==> src/hdl/klt_pkg.sv <==
// Shared types and constants of the keyed lock table.
package klt_pkg;

   localparam int CAPACITY = 32;
   localparam int SLOT_W   = $clog2(CAPACITY);
   localparam int COUNT_W  = $clog2(CAPACITY + 1);

   localparam int TRACK_W = 3;
   localparam int STEP_W  = 5;
   localparam int PARAM_W = 8;
   localparam int PROB_W  = 8;
   localparam int OP_W    = 3;

   localparam logic [OP_W-1:0] OP_SET         = 3'd0;
   localparam logic [OP_W-1:0] OP_CLEAR       = 3'd1;
   localparam logic [OP_W-1:0] OP_CLEAR_STEP  = 3'd2;
   localparam logic [OP_W-1:0] OP_CLEAR_TRACK = 3'd3;
   localparam logic [OP_W-1:0] OP_CLEAR_ALL   = 3'd4;
   localparam logic [OP_W-1:0] OP_FIND        = 3'd5;

   typedef struct packed {
      logic               valid;
      logic [TRACK_W-1:0] track;
      logic [STEP_W-1:0]  step;
      logic [PARAM_W-1:0] param;
      logic [PROB_W-1:0]  prob;
   } entry_type;

   typedef enum logic [1:0] {
      ST_IDLE,
      ST_SCAN,
      ST_APPLY,
      ST_RESP
   } state_type;

endpackage

==> src/hdl/klt_cell.sv <==
// One table slot: holds an entry and passes it to its neighbor while the ring turns.
module klt_cell (
   input  logic               clock,
   input  logic               reset,
   input  logic               shift_en,
   input  klt_pkg::entry_type ent_in,
   output klt_pkg::entry_type ent_out
);

   logic                        valid_ff;
   logic [klt_pkg::TRACK_W-1:0] track_ff;
   logic [klt_pkg::STEP_W-1:0]  step_ff;
   logic [klt_pkg::PARAM_W-1:0] param_ff;
   logic [klt_pkg::PROB_W-1:0]  prob_ff;

   always_ff @(posedge clock) begin
      if (reset) begin
         valid_ff <= 1'b0;
      end else if (shift_en) begin
         valid_ff <= ent_in.valid;
      end
   end

   // Key and probability carry no reset; a free slot is never compared.
   always_ff @(posedge clock) begin
      if (shift_en) begin
         track_ff <= ent_in.track;
         step_ff  <= ent_in.step;
         param_ff <= ent_in.param;
         prob_ff  <= ent_in.prob;
      end
   end

   always_comb begin
      ent_out.valid = valid_ff;
      ent_out.track = track_ff;
      ent_out.step  = step_ff;
      ent_out.param = param_ff;
      ent_out.prob  = prob_ff;
   end

endmodule

==> src/hdl/klt_ctrl.sv <==
// Sequencer and compare head of the table: walks the ring, edits entries, builds the result.
module klt_ctrl (
   input  logic                        clock,
   input  logic                        reset,
   input  logic                        req_valid,
   output logic                        req_stall,
   input  logic [klt_pkg::OP_W-1:0]    req_type,
   input  logic [klt_pkg::TRACK_W-1:0] req_track,
   input  logic [klt_pkg::STEP_W-1:0]  req_step,
   input  logic [klt_pkg::PARAM_W-1:0] req_param,
   input  logic [klt_pkg::PROB_W-1:0]  req_prob,
   output logic                        rsp_valid,
   input  logic                        rsp_stall,
   output logic                        rsp_ok,
   output logic [klt_pkg::SLOT_W-1:0]  rsp_slot,
   output logic [klt_pkg::COUNT_W-1:0] rsp_live_count,
   output logic                        shift_en,
   input  klt_pkg::entry_type          head_in,
   output klt_pkg::entry_type          head_out
);

   klt_pkg::state_type state_ff, state_in;

   logic [klt_pkg::SLOT_W-1:0]  idx_ff;
   logic [klt_pkg::OP_W-1:0]    op_ff;
   logic [klt_pkg::TRACK_W-1:0] track_ff;
   logic [klt_pkg::STEP_W-1:0]  step_ff;
   logic [klt_pkg::PARAM_W-1:0] param_ff;
   logic [klt_pkg::PROB_W-1:0]  prob_ff;
   logic                        hit_found_ff;
   logic [klt_pkg::SLOT_W-1:0]  hit_idx_ff;
   logic                        free_found_ff;
   logic [klt_pkg::SLOT_W-1:0]  free_idx_ff;
   logic [klt_pkg::COUNT_W-1:0] occ_ff;

   logic                        rsp_valid_ff;
   logic                        rsp_ok_ff;
   logic [klt_pkg::SLOT_W-1:0]  rsp_slot_ff;
   logic [klt_pkg::COUNT_W-1:0] rsp_count_ff;

   logic                        accept;
   logic                        last;
   logic                        load_rsp;
   logic                        match_key;
   logic                        match_ts;
   logic                        match_t;
   logic                        dec;
   logic                        inc;
   logic                        res_ok;
   logic [klt_pkg::SLOT_W-1:0]  res_slot;
   logic [klt_pkg::SLOT_W-1:0]  target;

   assign accept = req_valid && !req_stall;
   assign last   = (idx_ff == klt_pkg::SLOT_W'(klt_pkg::CAPACITY - 1));

   // next state
   always_comb begin
      state_in = state_ff;
      case (state_ff)
         klt_pkg::ST_IDLE: begin
            if (req_valid) state_in = klt_pkg::ST_SCAN;
         end
         klt_pkg::ST_SCAN: begin
            if (last) begin
               state_in = (op_ff == klt_pkg::OP_SET) ? klt_pkg::ST_APPLY : klt_pkg::ST_RESP;
            end
         end
         klt_pkg::ST_APPLY: begin
            if (last) state_in = klt_pkg::ST_RESP;
         end
         klt_pkg::ST_RESP: begin
            if (!rsp_valid_ff || !rsp_stall) state_in = klt_pkg::ST_IDLE;
         end
         default: state_in = klt_pkg::ST_IDLE;
      endcase
   end

   // state outputs
   always_comb begin
      req_stall = 1'b1;
      shift_en  = 1'b0;
      load_rsp  = 1'b0;
      case (state_ff)
         klt_pkg::ST_IDLE:  req_stall = 1'b0;
         klt_pkg::ST_SCAN:  shift_en  = 1'b1;
         klt_pkg::ST_APPLY: shift_en  = 1'b1;
         klt_pkg::ST_RESP:  load_rsp  = !rsp_valid_ff || !rsp_stall;
         default:           req_stall = 1'b1;
      endcase
   end

   always_comb begin
      match_t   = head_in.valid && (head_in.track == track_ff);
      match_ts  = match_t && (head_in.step == step_ff);
      match_key = match_ts && (head_in.param == param_ff);
      target    = hit_found_ff ? hit_idx_ff : free_idx_ff;
   end

   // Edit the entry at the head as it moves back to the tail of the ring.
   always_comb begin
      head_out = head_in;
      dec      = 1'b0;
      inc      = 1'b0;
      if (state_ff == klt_pkg::ST_SCAN) begin
         case (op_ff)
            klt_pkg::OP_CLEAR: begin
               if (match_key && !hit_found_ff) begin
                  head_out.valid = 1'b0;
                  dec            = 1'b1;
               end
            end
            klt_pkg::OP_CLEAR_STEP: begin
               if (match_ts) begin
                  head_out.valid = 1'b0;
                  dec            = 1'b1;
               end
            end
            klt_pkg::OP_CLEAR_TRACK: begin
               if (match_t) begin
                  head_out.valid = 1'b0;
                  dec            = 1'b1;
               end
            end
            klt_pkg::OP_CLEAR_ALL: begin
               if (head_in.valid) begin
                  head_out.valid = 1'b0;
                  dec            = 1'b1;
               end
            end
            default: begin
               dec = 1'b0;
            end
         endcase
      end else if (state_ff == klt_pkg::ST_APPLY) begin
         if (idx_ff == target) begin
            if (hit_found_ff) begin
               head_out.prob = prob_ff;
            end else if (free_found_ff) begin
               head_out.valid = 1'b1;
               head_out.track = track_ff;
               head_out.step  = step_ff;
               head_out.param = param_ff;
               head_out.prob  = prob_ff;
               inc            = 1'b1;
            end
         end
      end
   end

   // result of the finished pass
   always_comb begin
      res_ok   = 1'b0;
      res_slot = '0;
      case (op_ff)
         klt_pkg::OP_SET: begin
            res_ok   = hit_found_ff || free_found_ff;
            res_slot = hit_found_ff ? hit_idx_ff : (free_found_ff ? free_idx_ff : '0);
         end
         klt_pkg::OP_CLEAR, klt_pkg::OP_FIND: begin
            res_ok   = hit_found_ff;
            res_slot = hit_found_ff ? hit_idx_ff : '0;
         end
         default: begin
            res_ok = 1'b0;
         end
      endcase
   end

   always_ff @(posedge clock) begin
      if (reset) begin
         state_ff      <= klt_pkg::ST_IDLE;
         idx_ff        <= '0;
         occ_ff        <= '0;
         hit_found_ff  <= 1'b0;
         free_found_ff <= 1'b0;
         rsp_valid_ff  <= 1'b0;
      end else begin
         state_ff <= state_in;
         if (shift_en) begin
            idx_ff <= last ? '0 : idx_ff + 1'b1;
         end
         if (dec) begin
            occ_ff <= occ_ff - 1'b1;
         end else if (inc) begin
            occ_ff <= occ_ff + 1'b1;
         end
         if (accept) begin
            hit_found_ff  <= 1'b0;
            free_found_ff <= 1'b0;
         end else if (state_ff == klt_pkg::ST_SCAN) begin
            if (match_key && !hit_found_ff) hit_found_ff <= 1'b1;
            if (!head_in.valid && !free_found_ff) free_found_ff <= 1'b1;
         end
         if (load_rsp) begin
            rsp_valid_ff <= 1'b1;
         end else if (!rsp_stall) begin
            rsp_valid_ff <= 1'b0;
         end
      end
   end

   always_ff @(posedge clock) begin
      if (accept) begin
         op_ff    <= req_type;
         track_ff <= req_track;
         step_ff  <= req_step;
         param_ff <= req_param;
         prob_ff  <= req_prob;
      end
      if (state_ff == klt_pkg::ST_SCAN) begin
         if (match_key && !hit_found_ff) hit_idx_ff <= idx_ff;
         if (!head_in.valid && !free_found_ff) free_idx_ff <= idx_ff;
      end
      if (load_rsp) begin
         rsp_ok_ff    <= res_ok;
         rsp_slot_ff  <= res_slot;
         rsp_count_ff <= occ_ff;
      end
   end

   assign rsp_valid      = rsp_valid_ff;
   assign rsp_ok         = rsp_ok_ff;
   assign rsp_slot       = rsp_slot_ff;
   assign rsp_live_count = rsp_count_ff;

endmodule

==> src/hdl/keyed_lock_table_top.sv <==
// Top level of the keyed lock table: ring of slot cells plus sequencer.
// The table holds 32 entries keyed by (track, step, param), each with an 8-bit
// probability, in a ring of identical slot cells. A transaction is accepted only
// while the block is idle; the ring then turns once so that every slot passes the
// single compare head in index order, which finds the lowest matching and the
// lowest free slot and frees entries on the fly for clear, clear_step,
// clear_track and clear_all. find and all clears return their result after one
// turn of the ring; set needs a second turn of the ring to write the chosen
// slot. During a turn one slot per cycle passes the compare head. The result
// sits in an output register, so a stalled result does not hold back the next
// transaction's walk until it is ready to be delivered. Request codes 6 and 7
// walk the ring without change and return ok low, slot zero and the current
// live count. Reset empties the table at once through the per-slot valid bits.
module keyed_lock_table_top (
   input  logic                        clock,
   input  logic                        reset,
   input  logic                        req_valid,
   output logic                        req_stall,
   input  logic [klt_pkg::OP_W-1:0]    req_type,
   input  logic [klt_pkg::TRACK_W-1:0] req_track,
   input  logic [klt_pkg::STEP_W-1:0]  req_step,
   input  logic [klt_pkg::PARAM_W-1:0] req_param,
   input  logic [klt_pkg::PROB_W-1:0]  req_prob,
   output logic                        rsp_valid,
   input  logic                        rsp_stall,
   output logic                        rsp_ok,
   output logic [klt_pkg::SLOT_W-1:0]  rsp_slot,
   output logic [klt_pkg::COUNT_W-1:0] rsp_live_count
);

   // Cell k holds the slot at head distance k; cell 0 is the compare head.
   klt_pkg::entry_type cell_q [klt_pkg::CAPACITY];
   klt_pkg::entry_type head_out;
   logic               shift_en;

   genvar k;
   generate
      for (k = 0; k < klt_pkg::CAPACITY; k++) begin : g_cell
         if (k == klt_pkg::CAPACITY - 1) begin : g_tail
            // Close the ring: the edited head entry re-enters at the tail.
            klt_cell u_cell (
               .clock    (clock),
               .reset    (reset),
               .shift_en (shift_en),
               .ent_in   (head_out),
               .ent_out  (cell_q[k])
            );
         end else begin : g_body
            // Advance each entry one cell toward the head.
            klt_cell u_cell (
               .clock    (clock),
               .reset    (reset),
               .shift_en (shift_en),
               .ent_in   (cell_q[k+1]),
               .ent_out  (cell_q[k])
            );
         end
      end
   endgenerate

   // Sequence the walk, edit at the head, hold the result until taken.
   klt_ctrl u_ctrl (
      .clock          (clock),
      .reset          (reset),
      .req_valid      (req_valid),
      .req_stall      (req_stall),
      .req_type       (req_type),
      .req_track      (req_track),
      .req_step       (req_step),
      .req_param      (req_param),
      .req_prob       (req_prob),
      .rsp_valid      (rsp_valid),
      .rsp_stall      (rsp_stall),
      .rsp_ok         (rsp_ok),
      .rsp_slot       (rsp_slot),
      .rsp_live_count (rsp_live_count),
      .shift_en       (shift_en),
      .head_in        (cell_q[0]),
      .head_out       (head_out)
   );

endmodule

==> config.mk <==
export PLATFORM = sky130hd
export DESIGN_NAME = keyed_lock_table_top
export DESIGN_NICKNAME = d
export VERILOG_FILES = /design/src/hdl/klt_pkg.sv /design/src/hdl/klt_cell.sv /design/src/hdl/klt_ctrl.sv /design/src/hdl/keyed_lock_table_top.sv
export SDC_FILE = /design/constraint.sdc
export NUM_CORES = 1
export LEC_CHECK = 0
export BUFFER_PORTS_ARGS = -buffer_cell sky130_fd_sc_hd__buf_2
export CORE_MARGIN = 5
export CORE_UTILIZATION = 35
export CTS_CLUSTER_SIZE = 25
export DETAILED_ROUTE_END_ITERATION = 10
export PLACE_DENSITY_LB_ADDON = 0.05
export SLEW_MARGIN = 20
export SYNTH_ARGS = -nofsm -noshare
export SYNTH_HDL_FRONTEND = slang
export SYNTH_SLANG_ARGS = --single-unit
==> constraint.sdc <==
create_clock -name clock -period 14.5 [get_ports clock]
set_clock_uncertainty 0.15 [all_clocks]
set_input_delay 1.45 -clock clock [delete_from_list [all_inputs] [get_ports clock]]
set_output_delay 1.45 -clock clock [all_outputs]
set_load 0.05 [all_outputs]
After elaboration in Yosys (flattened, before gate mapping):

Index checks and enable logic that the tools add are counted.

* $add $sub $neg: 3
* eq/ne operators: 18
* mux-type cells: 42
* reduce and logical (&&, ||, !) cells: 22

Operators by type and width (count)
* $mux 25: 3
* $mux 5: 5
* $mux 24: 1
* $mux 1: 20
* $mux 17: 1
* $mux 6: 2
* $eq 5x5->1: 2
* $pmux 5 s2: 1
* $eq 8x8->1: 1
* $mux 2: 4
* $mux 8: 1
* $ne 2x1->1 const B: 4
* $pmux 1 s4: 2
* $pmux 2 s4: 1
* $add 6x1->6 const B: 1
* $eq 3x2->1 const B: 2
* $eq 3x3->1 const B: 2
* $logic_and 1x1->1: 6
* $reduce_or 2->1: 3
* $sub 6x1->6 const B: 1
* $add 5x1->5 const B: 1
* $eq 5x5->1 const B: 1
* $logic_not 1->1: 5
* $eq 2x2->1 const B: 2
* other kinds (11): 13

* register bits after elaboration: 865
* output and inout port bits: 14
* word-level logic and storage cells: 261

Depth between registers and ports, before layout:

Gate-level depths: netlist of the first run.

* word-level depth: 9
* gate-level depth with buffers: 14

Modules after synthesis:

A second synthesis of the first run with hierarchy kept.

* cell total of the unflattened synthesis: 1158
* area, all modules: 27691.6 µm²

Modules (own cells, without submodules)
* klt_cell: times used 32, cells an instance 28, area an instance 762.0 µm²
* klt_ctrl: times used 1, cells an instance 262, area an instance 3308.2 µm²

Least setup slack after synthesis of the first run:

Ideal clock, no wire load.

* path type: flip-flop to flip-flop
* start: register u_ctrl.state_ff[0]
* end: register g_cell[17].g_body.u_cell.valid_ff
* library setup time: 0.128 ns
* arrival time: 12.391 ns
* setup slack: 1.831 ns
* stages on the path, launching flop included: 8
* period minus slack after synthesis: 12.669 ns
* cells stage by stage: dfxtp_1 inv_1 ha_1 clkbuf_1 clkbuf_1 buf_2 mux2i_1 nor2_1

* longest elaborated chain between the ends: 3
* elaborated cells between the ends (all ways): 4
* classes of those cells: 2 x eq/ne; 1 x mux; 1 x reduce/logical

RTL lines
* start, declared: line klt_ctrl.sv:22 `klt_pkg::state_type state_ff, state_in;`
* start signal, assigned: line klt_ctrl.sv:171 `state_ff <= klt_pkg::ST_IDLE;`
* start signal, assigned: line klt_ctrl.sv:178 `state_ff <= state_in;`
* $eq 2x2->1 or $eq 2x1->1 (tied branches): line klt_ctrl.sv:83 `case (state_ff)`
* $reduce_or 2->1 (no line) (*)
* $mux 1 (*): line klt_ctrl.sv:83
* via g_cell[0].g_body.u_cell.shift_en: line klt_cell.sv:5 `input logic shift_en,`
* end signal, assigned: line klt_cell.sv:20 `valid_ff <= ent_in.valid;`
* end, declared: line klt_cell.sv:10 `logic valid_ff;`

Mark *: on every way through the listed nets, which the timed path passes. The rest lies on a longest branch.
A chain may end at the register's enable or synchronous reset.

Worst setup path after layout of the first run:

* start: register u_ctrl.step_ff[4] in the netlist's numbering
* end: register u_ctrl.occ_ff[5] in the netlist's numbering

* longest elaborated chain between the ends: 8
* elaborated cells between the ends (all ways): 10
* classes of those cells: 1 x eq/ne; 5 x mux; 4 x reduce/logical

RTL lines
* start, declared: line klt_ctrl.sv:27 `logic [klt_pkg::STEP_W-1:0] step_ff;`
* start signal, assigned: line klt_ctrl.sv:206 `step_ff <= req_step;`
* $eq 5x5->1 (*): line klt_ctrl.sv:94 `match_ts = match_t && (head_in.step == step_ff);`
* $logic_and 1x1->1 (*): line klt_ctrl.sv:94
* $logic_and 1x1->1: line klt_ctrl.sv:95 `match_key = match_ts && (head_in.param == param_ff);`
* $logic_and 1x1->1: line klt_ctrl.sv:107 `if (match_key && !hit_found_ff) begin`
* $mux 1: line klt_ctrl.sv:107
* $pmux 1 s4 (*): line klt_ctrl.sv:105 `case (op_ff)`
* $mux 1 (*): line klt_ctrl.sv:104 `if (state_ff == klt_pkg::ST_SCAN) begin`
* $mux 6 or $reduce_bool 2->1 (tied branches)
* end signal, assigned: line klt_ctrl.sv:183 `occ_ff <= occ_ff - 1'b1;`
* end signal, assigned: line klt_ctrl.sv:185 `occ_ff <= occ_ff + 1'b1;`
* end, declared: line klt_ctrl.sv:34 `logic [klt_pkg::COUNT_W-1:0] occ_ff;`

Mark *: on every way between the ends. The rest lies on a longest branch, timed or not.

==> impl_metrics.yaml, run 1 <==
status:
  status: "finished clean"
power_and_ir_drop:
  p_per_area_nw_per_um2: 255
  vdd_drop_max_v: 0.000157
  p_leak_nw: 7.42
sta:
  tightest_slew_ps: 1070
  finalMaxSlewViolations: 0
  relSlewSlack_pct: 28.5
  fin_crit_ps: 4010
  hold_viol: 0
  hold_ws_ps: 255
  fmax_mhz: 250
  rsz0062_at_grt: "false"
  fin_crit_sh_pct: 27.6
  finalSetupViolCount: 0
  tns_ps: 0
global_routing:
  grt_pass1_vias: 7747
  grt_max_degree: 197
  globalRoute.totalOverflow: 0
  antenna_found_initial: 0
  grt_util_all_layers_pct: 9.34
  grt_pass1_wl_um: 44100
synthesis:
  synth_top_area_cell: "edfxtp_1"
  synth-seq-cells: 601
  synthTopCellsByArea: "edfxtp_1 (86%), dfxtp_1 (5.0%), mux2i_1 (2.1%)"
  synth_cell_types: 49
  syn_area_um2: 19400
  synthFlopType: "edfxtp_1"
  ys_seq_area_share_pct: 90.7
  synth_edf_count: 553
  syn_avg_cell_area_um2: 22.7
  syn_inst: 854
  synthArstFlopShare_pct: 0
  syn_nets: 897
  synth-warning-count: 0
  synthDominantCellAreaShare_pct: 85.7
routing:
  vias: 7505
  drtAntennaViolNets: 0
  drcViolationCount: 0
  vias_per_cell: 4.30
  dr.first_iter.drc_count: 518
  routedWlPerCell_um: 16.0
  dr.pass1.iters: 4
  postRouteWirelength_um: 28000
worst_setup_path:
  cp_num_buf_inv: 0
  crit_path_start: "u_ctrl.step_ff[4]"
  critPathCapture: "u_ctrl.occ_ff[5]"
  critPathArrivalTime_ps: 4310
  slowest_stage: "nor3_1"
  criticalPathCategory: "reg -> reg"
  cp_num_cells: 12
  max_stage_delay_ps: 450
  crit_chain: "xnor2_1 > nand4_1 > nor3_1 > o21ai_1 > nand2_1 > ha_1 > a211oi_1 > o21bai_1 > a21oi_1 > nor3_1 > mux2_4 > a311o_1"
  critPathRequiredTime_ps: 14800
  crit_family: "compound AO/OA/AOI/OAI gates"
  r2r_start: "u_ctrl.step_ff[4]"
  crit_path_max_fanout: 8
  crit-reg2reg-capture: "u_ctrl.occ_ff[5]"
  crit_top_cell: "nor3_1"
  crit_path_end_kind: "flop"
  regToRegSetupSlack_ps: 10490
  ff2ff_path_depth: 12
  worst_setup_path_start_kind: "flop"
die:
  ios: 45
  core_area_um2: 55000
  dieArea_um2: 60200
  fp.dieW_um: 245
  die_height_um: 245
  initial_core_util_pct: 35.2
  rows: 86
clock_tree:
  cts_buffers: 66
  cts_hold_buf: 0
  cts-resized-gates: 0
  clk_pin_slew_ps: 60
  clockRootBuffer: "clkbuf_16"
  clock_latency_ps: 580
  cts_max_path_buffers: 3
  cts_max_level: 3
  cts_setup_buffers: 0
  clock_sinks: 601
  cts_tree: "yes"
cells_and_area:
  instances_no_fill: 1746
  flow.area_growth_from_synthesis_pct: 16.5
  seq_area_um2: 17600
  drive_above_1_share_pct: 15.1
  utilization_pct: 41.1
  fin_nets: 992
  multi_input_area_um2: 1720
  antenna_cells: 0
  fillCellCount: 4769
job:
  maxCapViolations: 0
placed_design:
  dp_hpwl_um: 13800
  dp.cells: 1629
  portBuffers: 36
  place_congestion: 0.739
min_path:
  hp-class: "reg -> reg"
[power by group]
group	internal [mW]	leakage (nW)	switching [mW]
clock	0.962	1.01	0.637
combinational	0.129	0.837	0.549
sequential	3.22	5.58	0.249
[logic make-up (layout without fill, tap and decap cells)]
logic type,after synthesis,in the layout,synth area share [%]
XOR/XNOR,23,23,1.04
flip-flops,601,601,90.7
adder cells (fa/ha/maj),12,12,0.814
AO/OA/AOI/OAI,39,39,1.40
multiplexers,57,57,3.07
AND/OR/NAND/NOR,100,100,2.51
buffers and inverters,22,166,0.491
[metrics by stage]
step                      setup WS, ps  instance area, um2  power [mW]
after floorplan                   1830               19400        4.05
after global placement           10440               20500        4.15
after detailed placement         10440               20500        4.20
after CTS                        10410               22600        5.88
after global routing             10110               22600        6.05
final                            10490               22600        5.75
[layout by cell type (no fill, tap or decap), drive strengths merged, types with 2 or more instances in the layout]
| cell | instances |
|---|---|
| bufinv | 3 |
| a21oi | 11 |
| nand4 | 6 |
| dfxtp | 48 |
| ha | 11 |
| nand3 | 4 |
| clkinv | 15 |
| nand2b | 4 |
| a22oi | 3 |
| mux2 | 17 |
| o21ai | 4 |
| o31ai | 2 |
| inv | 7 |
| o21a | 2 |
| xnor2 | 19 |
| a211oi | 4 |
| nor2 | 51 |
| nand2 | 11 |
| and3 | 4 |
| edfxtp | 553 |
| nor3 | 4 |
| xor2 | 4 |
| nor4b | 2 |
| nor3b | 2 |
| nor2b | 3 |
| mux2i | 40 |
| clkbuf | 96 |
| clkinvlp | 2 |
| buf | 43 |
| a21boi | 2 |
| nor4 | 5 |
| a21o | 2 |
[how the worst min path moves through the flow]
stage	depth (start not counted)	end	from	slack [ps]
floorplan	0	g_cell[0].g_body.u_cell.param_ff[0]	g_cell[1].g_body.u_cell.param_ff[0]	250
global placement	0	g_cell[1].g_body.u_cell.param_ff[0]	g_cell[2].g_body.u_cell.param_ff[0]	250
detailed placement	0	g_cell[10].g_body.u_cell.param_ff[0]	g_cell[11].g_body.u_cell.param_ff[0]	250
CTS	0	g_cell[2].g_body.u_cell.param_ff[2]	g_cell[3].g_body.u_cell.param_ff[2]	250
global route	0	g_cell[21].g_body.u_cell.param_ff[1]	g_cell[22].g_body.u_cell.param_ff[1]	260
finish	0	g_cell[2].g_body.u_cell.param_ff[2]	g_cell[3].g_body.u_cell.param_ff[2]	250
[registers in the layout, indices dropped and copies added, names as in the netlist, 2 cells and up]
signal                         cells
g_cell.g_body.u_cell.param_ff    248
g_cell.g_body.u_cell.step_ff     155
g_cell.g_body.u_cell.track_ff     93
g_cell.g_body.u_cell.valid_ff     31
g_cell.g_tail.u_cell.param_ff      8
g_cell.g_tail.u_cell.step_ff       5
g_cell.g_tail.u_cell.track_ff      3
u_ctrl.free_idx_ff                 5
u_ctrl.hit_idx_ff                  5
u_ctrl.idx_ff                      5
u_ctrl.occ_ff                      6
u_ctrl.op_ff                       3
u_ctrl.param_ff                    8
u_ctrl.rsp_live_count              6
u_ctrl.rsp_slot                    5
u_ctrl.state_ff                    2
u_ctrl.step_ff                     5
u_ctrl.track_ff                    3
[cell usage after synthesis, types with 4 or more instances]
| cell type | count |
|---|---|
| nand2b_1 | 4 |
| a211oi_1 | 4 |
| edfxtp_1 | 553 |
| and3_1 | 4 |
| nor2_1 | 51 |
| a21oi_1 | 11 |
| ha_1 | 11 |
| clkbuf_1 | 8 |
| xnor2_1 | 19 |
| mux2_2 | 16 |
| xor2_1 | 4 |
| buf_2 | 4 |
| nor4_1 | 5 |
| nand4_1 | 6 |
| dfxtp_1 | 48 |
| mux2i_1 | 40 |
| nand2_1 | 11 |
| inv_1 | 6 |
[per-layer routing]
layer	global-route usage [%]	share of wire [%]	up-vias	wire length (um)
met4	4.22	3.6	0	1010
met2	13.3	44	111	12200
li1	-	-	3533	-
met1	13.2	48	3783	13500
met5	0	0	-	0
met3	2.95	4.5	78	1260
[cell type report]
| class | instances | area share, % |
|---|---|---|
| Clock inverter | 21 | 0.787 |
| Timing Repair Buffer | 43 | 1.09 |
| Sequential cell | 601 | 77.8 |
| Clock buffer | 96 | 8.42 |
| Tap cell | 748 | 4.15 |
| Inverter | 6 | 0.0998 |
| Multi-Input combinational cell | 231 | 7.63 |
No activity file was read; power rests on OpenSTA's default activity.
==> run 2, diff against run 1 <==
==> constraint.sdc (replaced) <==
create_clock -name clock -period 3.6 [get_ports clock]
set_clock_uncertainty 0.15 [all_clocks]
set_input_delay 0.36 -clock clock [delete_from_list [all_inputs] [get_ports clock]]
set_output_delay 0.36 -clock clock [all_outputs]
set_load 0.05 [all_outputs]
==> impl_metrics.yaml, run 2 (same netlist as run 1, synthesis figures left out) <==
status:
  status: "finished clean"
worst_setup_path:
  crit_path_max_fanout: 4
  crit_path_start: "u_ctrl.param_ff[1]"
  worst_setup_path_start_kind: "flop"
  critPathRequiredTime_ps: 3900
  critPathArrivalTime_ps: 3640
  crit_path_end_kind: "flop"
  r2r_start: "u_ctrl.param_ff[1]"
  criticalPathCategory: "reg -> reg"
global_routing:
  globalRoute.totalOverflow: 0
  use_met3_pct: 2.98
  busiest_layer: "met2"
  use_met2_pct: 14.0
  use_met1_pct: 13.6
  antenna_found_initial: 0
  grt_util_all_layers_pct: 9.63
  grt_pass1_vias: 8069
  grt_max_degree: 115
  grt_pass1_wl_um: 45700
sta:
  hold_viol: 0
  fin_crit_sh_pct: 92.8
  finalSetupViolCount: 0
  tightest_slew_ps: 845
  fmax_mhz: 299
  tns_ps: 0
  relSlewSlack_pct: 43.1
  finalMaxSlewViolations: 0
  fin_crit_ps: 3340
routing:
  vias_per_cell: 4.36
  vias: 7784
  drtAntennaViolNets: 0
  dr.first_iter.drc_count: 485
  dr.pass1.iters: 4
  postRouteWirelength_um: 28300
  routedWlPerCell_um: 15.9
  drcViolationCount: 0
placed_design:
  place_congestion: 0.712
  portBuffers: 36
  dpl-instance-area_um2: 20700
  dp_hpwl_um: 15000
cells_and_area:
  regMostFlops: "g_cell.g_body.u_cell.param_ff"
  final_cell_area_um2: 23000
  flow.area_growth_from_synthesis_pct: 18.6
  final_common_cell: "edfxtp_1"
  antenna_cells: 0
  drive_above_1_share_pct: 16.9
  fin_nets: 1031
  largest_reg_flops: 248
  fillCellCount: 4772
  top_regs: "g_cell.g_body.u_cell.param_ff x248, g_cell.g_body.u_cell.step_ff x155, g_cell.g_body.u_cell.track_ff x93"
  final_cell_mix: "edfxtp_1 (553), clkbuf_16 (71), nor2_1 (51)"
clock_tree:
  cts_max_path_buffers: 3
  clockRootBuffer: "clkbuf_16"
  cts_max_level: 3
  clk_pin_slew_ps: 60
  cts_tree: "yes"
  cts_buffers: 67
  clock_latency_ps: 580
  clock_sinks: 601
die:
  die_height_um: 245
  dieArea_um2: 60200
  ios: 45
  rows: 86
  initial_core_util_pct: 35.2
  core_area_um2: 55000
  fp.dieW_um: 245
job:
  maxCapViolations: 0
power_and_ir_drop:
  p_leak_nw: 7.60
  p_per_area_nw_per_um2: 1010
  vdd_drop_max_v: 0.000666
min_path:
  hp-class: "in -> reg"
  holdCritStartpoint: "req_valid"
==> run 2: cell count changes in the layout (fill, tap and decap cells not counted), moves of 3 or more <==
cell / previous run / this run
buf_12: 1 / 10
clkbuf_1: 22 / 18
clkinv_2: 6 / 10
clkbuf_8: 3 / 0
dlygate4sd3_1: 0 / 21
buf_4: 6 / 14
clkinv_1: 9 / 14
==> run 2: layout make-up <==
type	count	area [um2]	share of cell area [%]
Clock buffer	89	1840	8.03
Clock inverter	28	158	0.686
Sequential cell	601	17600	76.5
Timing Repair Buffer	81	696	3.03
Tap cell	748	936	4.07
Inverter	6	22.5	0.0981
Multi-Input combinational cell	231	1740	7.59
==> run 2: critical path: stages (launching register included) <==
cell	delay, ps
edfxtp_1	400
xnor2_1	230
nand4_1	250
nor4_2	270
o21ai_1	130
nand2_1	180
ha_1	290
a211oi_2	290
o21bai_1	140
a21oi_2	220
nor3_1	70
mux2_4	280
a311o_1	310
==> run 2: power by group <==
part	total, mW	switching, mW	internal (mW)
clock	6.19	2.53	3.66
sequential	13.9	1.02	12.9
combinational	3.13	2.28	0.849
total	23.2	5.83	17.4
==> run 2: stage by stage <==
stage | setup slack (ps) | utilization [%] | hold WS, ps | power [mW] | instances
3_5_place_dp | 26.8 | 37.7 | 255 | 17.2 | 1645
3_3_place_gp | 146 | 37.7 | 251 | 17.0 | 1645
4_1_cts | 87.7 | 41.7 | 123 | 23.8 | 1784
6_report | 259 | 41.8 | 178 | 23.2 | 1784
2_1_floorplan | -1490 | - | 250 | 14.0 | 854
5_1_grt | -3.66 | 41.8 | 172 | 24.5 | 1784
==> run 2: final timing paths <==
| path | to | slack, ps | depth (start not counted) |
|---|---|---|---|
| hold / removal | u_ctrl.state_ff[1] | 180 | 4 |
| setup reg to reg | u_ctrl.occ_ff[5] | 260 | 12 |
| hold reg to reg | g_cell[1].g_body.u_cell.param_ff[0] | 250 | 0 |
| setup / recovery | u_ctrl.occ_ff[5] | 260 | 12 |
==> run 2: timing repair <==
action / 4_1_cts / 5_1_grt
pin swaps: 1 / 2
setup endpoints to repair: 1 / 1
resized for setup: 0 / 3
setup buffers: 1 / 0
hold endpoints to repair: 22 / 0
hold buffers: 21 / 0
==> run 2: metal layers <==
layer	vias up	wire length (um)
met5	-	0
met4	0	960
met3	86	1320
met2	142	12500
met1	3927	13600
li1	3629	-
==> run 3, diff against run 2 <==
--- a/config.mk
+++ b/config.mk
@@ -7,10 +7,10 @@
 export LEC_CHECK = 0
 export BUFFER_PORTS_ARGS = -buffer_cell sky130_fd_sc_hd__buf_2
 export CORE_MARGIN = 5
-export CORE_UTILIZATION = 35
+export CORE_UTILIZATION = 40
 export CTS_CLUSTER_SIZE = 25
 export DETAILED_ROUTE_END_ITERATION = 10
-export PLACE_DENSITY_LB_ADDON = 0.05
+export PLACE_DENSITY = 0.65
 export SLEW_MARGIN = 20
 export SYNTH_ARGS = -nofsm -noshare
 export SYNTH_HDL_FRONTEND = slang
==> impl_metrics.yaml, run 3 (same netlist as run 1, synthesis figures left out) <==
worst_setup_path:
  crit_chain: "inv_2 > ha_1 > nand3_1 > nor4_2 > o21ai_1 > nand2_1 > ha_1 > a211oi_1 > o21bai_1 > a21oi_1 > nor3_1 > mux2_4 > a311o_1"
  max_stage_delay_ps: 360
  worst_setup_path_start_kind: "flop"
  crit_path_end_kind: "flop"
  crit_path_max_fanout: 9
  criticalPathCategory: "reg -> reg"
  crit_top_cell: "ha_1"
  critPathArrivalTime_ps: 3670
  slowest_stage: "ha_1"
  cp_num_buf_inv: 1
  critPathRequiredTime_ps: 3910
  crit_family: "compound AO/OA/AOI/OAI gates"
min_path:
  hp-class: "in -> reg"
die:
  fp.dieW_um: 230
  rows: 80
  core_area_um2: 47800
  initial_core_util_pct: 40.5
  dieArea_um2: 52900
  die_height_um: 230
  ios: 45
cells_and_area:
  final_cell_mix: "edfxtp_1 (553), clkbuf_16 (58), nor2_1 (51)"
  final_common_cell: "edfxtp_1"
  top_regs: "g_cell.g_body.u_cell.param_ff x248, g_cell.g_body.u_cell.step_ff x155, g_cell.g_body.u_cell.track_ff x93"
  antenna_cells: 0
  seq_area_um2: 17600
  fillCellCount: 3872
  drive_above_1_share_pct: 15.9
  flow.area_growth_from_synthesis_pct: 16.3
  fin_nets: 1012
  regMostFlops: "g_cell.g_body.u_cell.param_ff"
  multi_input_area_um2: 1740
  largest_reg_flops: 248
routing:
  vias_per_cell: 4.64
  postRouteWirelength_um: 25600
  drtAntennaViolNets: 0
  dr.first_iter.drc_count: 809
  routedWlPerCell_um: 15.7
  dr.pass1.iters: 6
  drcViolationCount: 0
  vias: 7561
clock_tree:
  clk_pin_slew_ps: 60
  cts_max_path_buffers: 3
  clock_sinks: 601
  clockRootBuffer: "clkbuf_16"
  clock_latency_ps: 580
  cts_max_level: 2
  cts_tree: "yes"
  cts_buffers: 56
global_routing:
  use_met1_pct: 14.2
  use_met2_pct: 13.6
  grt_pass1_vias: 7493
  busiest_layer: "met1"
  grt_pass1_wl_um: 40500
  globalRoute.totalOverflow: 0
  antenna_found_initial: 1
  use_met3_pct: 2.41
  grt_util_all_layers_pct: 9.50
  grt_max_degree: 174
power_and_ir_drop:
  p_per_area_nw_per_um2: 1010
  vdd_drop_max_v: 0.000753
  report.power.total_mw: 22.7
  p_leak_nw: 7.47
status:
  status: "finished clean"
sta:
  tightest_slew_ps: 925
  fin_crit_sh_pct: 93.3
  tns_ps: 0
  fmax_mhz: 298
  fin_crit_ps: 3360
  hold_ws_ps: 79.3
  hold_viol: 0
  finalMaxSlewViolations: 0
  finalSetupViolCount: 0
  relSlewSlack_pct: 38.3
placed_design:
  place_congestion: 0.804
  dp_hpwl_um: 13200
  portBuffers: 36
job:
  maxCapViolations: 0
## run 3: cell count changes in the layout (fill, tap and decap cells not counted), moves of 2 or more
cell       before  now
clkbuf_16      71   58
buf_12         10    4
bufinv_16       1    7
clkbuf_1       18   13
clkinv_1       14   11
clkinv_2       10    8
## run 3: where the power goes
part | switching (mW) | leakage, nW | total [mW] | internal, mW
registers | 1.00 | 5.58 | 13.9 | 12.9
clock network | 2.45 | 0.911 | 5.93 | 3.48
logic | 2.20 | 0.976 | 2.80 | 0.606
total | 5.65 | 7.47 | 22.7 | 17.0
## run 3: worst reg2reg max path, delay by kind of cell, from the launching register on
kind	cells	cell delay, ps
muxes	1	280
AOI/OAI and AO/OA	5	1150
adders and majority gates	2	620
and+or+nand+nor	4	600
DFF	1	350
buffers and inverters	1	100
## run 3: routing by layer
| layer | wire length [um] | up-vias |
|---|---|---|
| met5 | 7 | - |
| met4 | 604 | 2 |
| met3 | 1160 | 48 |
| met2 | 11100 | 125 |
| met1 | 12700 | 3816 |
| li1 | - | 3570 |
## run 3: final timing paths
kind / depth (start not counted) / startpoint / endpoint / slack [ps]
max: 13 / u_ctrl.state_ff[1] / u_ctrl.occ_ff[5] / 240
min: 2 / reset / g_cell[30].g_body.u_cell.valid_ff / 80
max reg2reg: 13 / u_ctrl.state_ff[1] / u_ctrl.occ_ff[5] / 240
min reg2reg: 0 / g_cell[29].g_body.u_cell.step_ff[3] / g_cell[28].g_body.u_cell.step_ff[3] / 250
## run 3: metrics by stage
step	area [um2]	setup slack, ps	cells	util [%]
2_1_floorplan	19400	-1490	854	-
3_3_place_gp	20400	204	1502	42.7
3_5_place_dp	20400	105	1502	42.7
4_1_cts	22500	104	1627	47.0
5_1_grt	22500	-11.2	1631	47.1
6_report	22500	243	1631	47.1
## run 3: cell type report
class	count	area share [%]
Sequential cell	601	78.0
Multi-Input combinational cell	231	7.70
Clock buffer	72	6.72
Tap cell	615	3.42
Timing Repair Buffer	73	2.48
Clock inverter	33	1.60
Inverter	6	0.100
## run 3: what timing repair did
item,in CTS,in global routing
endpoints found under the setup margin,0,1
setup buffers,0,4
hold buffers,20,0
resized for setup,0,1
hold endpoints to repair,20,0
